===== config.mk =====
export PLATFORM = sky130hd
export DESIGN_NAME = bfsa_cell
export DESIGN_NICKNAME = d
export VERILOG_FILES = /design/src/rtl/core/bfsa_pkg.sv /design/src/rtl/core/bfsa_cell.sv
export SDC_FILE = /design/constraint.sdc
export NUM_CORES = 1
export LEC_CHECK = 0
export BUFFER_PORTS_ARGS = -buffer_cell sky130_fd_sc_hd__buf_2
export CORE_MARGIN = 3
export CORE_UTILIZATION = 44
export DETAILED_ROUTE_END_ITERATION = 10
export PLACE_DENSITY = 0.81
export SLEW_MARGIN = 25
export SYNTH_ARGS = -nofsm -noshare
export SYNTH_HDL_FRONTEND = slang
export SYNTH_SLANG_ARGS = --single-unit

===== constraint.sdc =====
create_clock -name clk -period 1 [get_ports clk]
set_clock_uncertainty 0.1 [all_clocks]
set_input_delay 0.1 -clock clk [delete_from_list [all_inputs] [get_ports clk]]
set_output_delay 0.1 -clock clk [all_outputs]
set_load 0.005 [all_outputs]

===== src/rtl/core/bfsa_pkg.sv =====
// ----------------------------------------------------------------------------
// bfsa_pkg
// Shared widths, codes, types and helpers of the best-fit segment allocator.
// ----------------------------------------------------------------------------
package bfsa_pkg;

  localparam int POOL_BYTES       = 1024 * 1024;
  localparam int MAX_SEGMENTS_DEF = 64;
  localparam int GRANULE_BYTES    = 32;
  localparam int HEADER_BYTES     = 4;

  localparam int MODE_W = 2;
  localparam int ST_W   = 2;
  localparam int OFF_W  = 20;
  localparam int SIZE_W = 21;
  localparam int END_W  = 22;

  localparam logic [MODE_W-1:0] MODE_ALLOC  = 2'd0;
  localparam logic [MODE_W-1:0] MODE_FREE   = 2'd1;
  localparam logic [MODE_W-1:0] MODE_DEFRAG = 2'd2;

  localparam logic [ST_W-1:0] ST_OK    = 2'd0;
  localparam logic [ST_W-1:0] ST_NOFIT = 2'd1;
  localparam logic [ST_W-1:0] ST_FULL  = 2'd2;

  typedef struct packed {
    logic              valid;
    logic [OFF_W-1:0]  start;
    logic [SIZE_W-1:0] size;
  } seg_t;

  typedef struct packed {
    logic [ST_W-1:0]   status;
    logic [OFF_W-1:0]  roff;
    logic [SIZE_W-1:0] rsize;
    logic [SIZE_W-1:0] free_bytes;
  } res_t;

  function automatic logic [SIZE_W-1:0] sat_add(input logic [SIZE_W-1:0] a,
                                                 input logic [SIZE_W-1:0] b);
    logic [END_W-1:0] s;
    s = {1'b0, a} + {1'b0, b};
    if (s > END_W'(POOL_BYTES)) sat_add = SIZE_W'(POOL_BYTES);
    else sat_add = s[SIZE_W-1:0];
  endfunction

  function automatic logic [END_W-1:0] seg_end(input seg_t s);
    seg_end = {2'b00, s.start} + {1'b0, s.size};
  endfunction

endpackage


===== src/rtl/core/bfsa_cell.sv =====
// ----------------------------------------------------------------------------
// bfsa_cell
// One slot of the segment ring; takes its neighbour's segment on each shift.
// ----------------------------------------------------------------------------
module bfsa_cell #(
  parameter bit INIT_FULL = 1'b0
) (
  input  logic          clk,
  input  logic          rst_n,
  input  logic          shift,
  input  bfsa_pkg::seg_t d,
  output bfsa_pkg::seg_t q
);
  import bfsa_pkg::*;

  seg_t seg_r;

  always_ff @(posedge clk) begin
    if (!rst_n) begin
      seg_r.valid <= INIT_FULL;
      seg_r.start <= '0;
      seg_r.size  <= INIT_FULL ? SIZE_W'(POOL_BYTES) : '0;
    end else if (shift) begin
      seg_r <= d;
    end
  end

  assign q = seg_r;

endmodule


==> reports/metrics.yaml <==
totalWireLength_mm: 4.08
resize_count_post_cts: 0
outcome: "complete, no violations"
netlist_top_cells_count: "42 x sky130_fd_sc_hd__dfxtp_1, 42 x sky130_fd_sc_hd__mux2i_1, 42 x sky130_fd_sc_hd__nor2b_1"
clock_power_share: 0.286
gp_congestion: 0.662
initial_core_utilization: 0.474
critical_path_peak_fanout: 2
power.switching_uw: 752
finalCritPeriodShare: 0.958
synth_area_um2: 1630
gr-usage-met2: 0.374
syn_nets: 180
power_density_nw_per_um2: 1320
max_cap_violation_count: 0
proportion_of_power_drawn_by_combinational_gates: 0.174
yosys_register_bits: 42
pin_count_of_the_biggest_net_entering_global_routing: 43
cts_made_buffers: 5
yosysUniqueCellTypes: 6
achievable-frequency_ghz: 1.04
drt-wirelength-per-cell_um: 13.3
max_stage_delay_ps: 350
r2r_setup_slack_ps: 240
grtUsageMet3: 0.0556
synthDominantAreaCellType: "sky130_fd_sc_hd__dfxtp_1"
synth_area_per_cell_um2: 12.1
switch_share: 0.223
cp.buffers_inverters: 1
die_y_um: 66.9
hold_viol_final: 0
worstSkewPairLatency_ps: 270
worst_vdd_drop_uv: 825
flip_flop_count_of_the_largest_register_after_layout: 42
holdCritPathClass: "input pin to flip-flop"
final_antenna_net_count: 0
numClockSinks: 42
power.internal_uw: 2620
synth_top_cell_area_share: 0.516
place_hpwl_mm: 2.39
tns_ps: 0
worst_slew_margin_rel: 0.639
cp_data_arrival_time_ps: 760
route.detailed.vias_per_inst: 4.44
stdcell_area_um2: 2550
detail_route.iter0.violations: 44
globalRoute.busiestLayer: "met2"
cts.hold.buffers_added: 40
drive_gt1_frac: 0.359
final-setup-viol-count: 0
detailed_place.area_um2: 2070
clock_tree.buffer_depth: 2
report.final.slew_viol_count: 0
postSynth.asyncResetShare: 0
boundaryPins: 87
grt_remaining_overflow: 0
via_count: 1368
floorplan.die_area_um2: 4470
synthesis.instances: 135
post-route-min-period_ps: 958
pre_cts_slack_ps: 29.7
holdWs_ps: 8.46
worst_endpoint_required_time_ps: 800
first_pass_drt_iterations: 4
htreeDepth: 2
post_cts_setup_buffer_count: 0
util_after_layout: 0.740
timing_worst_slew_pin_value_ps: 541
cts_tree: "yes"
yosysWarnings: 0
antenna-diode-count: 0
clk_transition_reported_paths_ps: 70
syn2layout_area_growth_pct: 56.3
rsz0062_at_grt: "false"
grt_antenna_before_repair: 0
p_leak_uw: 0.00129
postSynth.topFlopCell: "sky130_fd_sc_hd__dfxtp_1"
critPathLaunchType: "flip-flop"
fill_cells: 251
synth_enable_flop_cells: 0
grt_first_pass_wirelength_mm: 6.17
seqPwrFrac: 0.540
number_of_nets_in_the_layout: 307
endpoint_kind: "primary output"
post_synth_main_area_contributors: "sky130_fd_sc_hd__dfxtp_1 52%, sky130_fd_sc_hd__mux2i_1 26%, sky130_fd_sc_hd__nor2b_1 16%"
critPathSlowestCell: "sky130_fd_sc_hd__dfxtp_1"
post_synthesis_sequential_area_ratio: 0.516
timing.setup.critical_path_class: "flip-flop to primary output"
cts.root.buffer_cell: "sky130_fd_sc_hd__clkbuf_8"
port_buffers: 86
placement_rows: 21
chipWidth_um: 66.9
grt_usage: 0.188
groute.layer.met1.usage: 0.170
drc: 0
design.core.area_um2: 3440
grt_pass1_vias: 1421
timing.final.ws_setup_ps: 42.2
path_delay_family: "flip-flops"
timing.critical_path.cells: "buf_2"
[through the flow]
step | power [µW] | std cells
after floorplan | 2120 | 135
after global placement | 2310 | 261
after detailed placement | 2320 | 261
after CTS | 3410 | 308
after global routing | 3540 | 308
final | 3380 | 308
[final timing paths]
kind                                    startpoint                  to  cells past startpoint
worst max register to register  q[20]$_SDFFE_PN0P_  q[20]$_SDFFE_PN0P_                      2
worst max-delay path            q[40]$_SDFFE_PN0P_               q[40]                      1
worst min register to register  q[14]$_SDFFE_PN0P_  q[14]$_SDFFE_PN0P_                      2
worst min-delay path                         d[37]  q[37]$_SDFFE_PN0P_                      3
[cell families (layout without fill, tap and decap cells)]
group | Yosys count | count (layout) | share of synthesized area
muxes | 42 | 42 | 0.258
buffers and inverters | 9 | 136 | 0.0652
DFF | 42 | 42 | 0.516
and+or+nand+nor | 42 | 42 | 0.161
[per-layer routing]
layer  wire [µm]  up-vias
li1            -      698
met1        1530      603
met2        2180       56
met3         281       11
met4          95        0
met5           0        -
[layout make-up]
| class | count | area, µm² | area share |
|---|---|---|---|
| repair buffers | 129 | 891 | 0.350 |
| flip-flops and latches | 42 | 841 | 0.330 |
| multi-input cells | 84 | 683 | 0.268 |
| clock buffers | 7 | 76.3 | 0.0299 |
| well taps | 46 | 57.6 | 0.0226 |
[placed cells by master, fill, tap and decap left out, drive strengths merged]
cell type and n:
buf 89, clkbuf 7, dfxtp 42, dlygate4sd3 40, mux2i 42, nor2b 42
[power by group through the flow]
| stage | clock (µW) | sequential, µW | combinational [µW] |
|---|---|---|---|
| after global placement | 0 | 1850 | 454 |
| after global routing | 1070 | 1830 | 642 |
| after floorplan | 0 | 1870 | 251 |
| after CTS | 1010 | 1820 | 582 |
| final | 966 | 1820 | 587 |
| after detailed placement | 0 | 1860 | 464 |
Power figures use the tool's default switching activity.
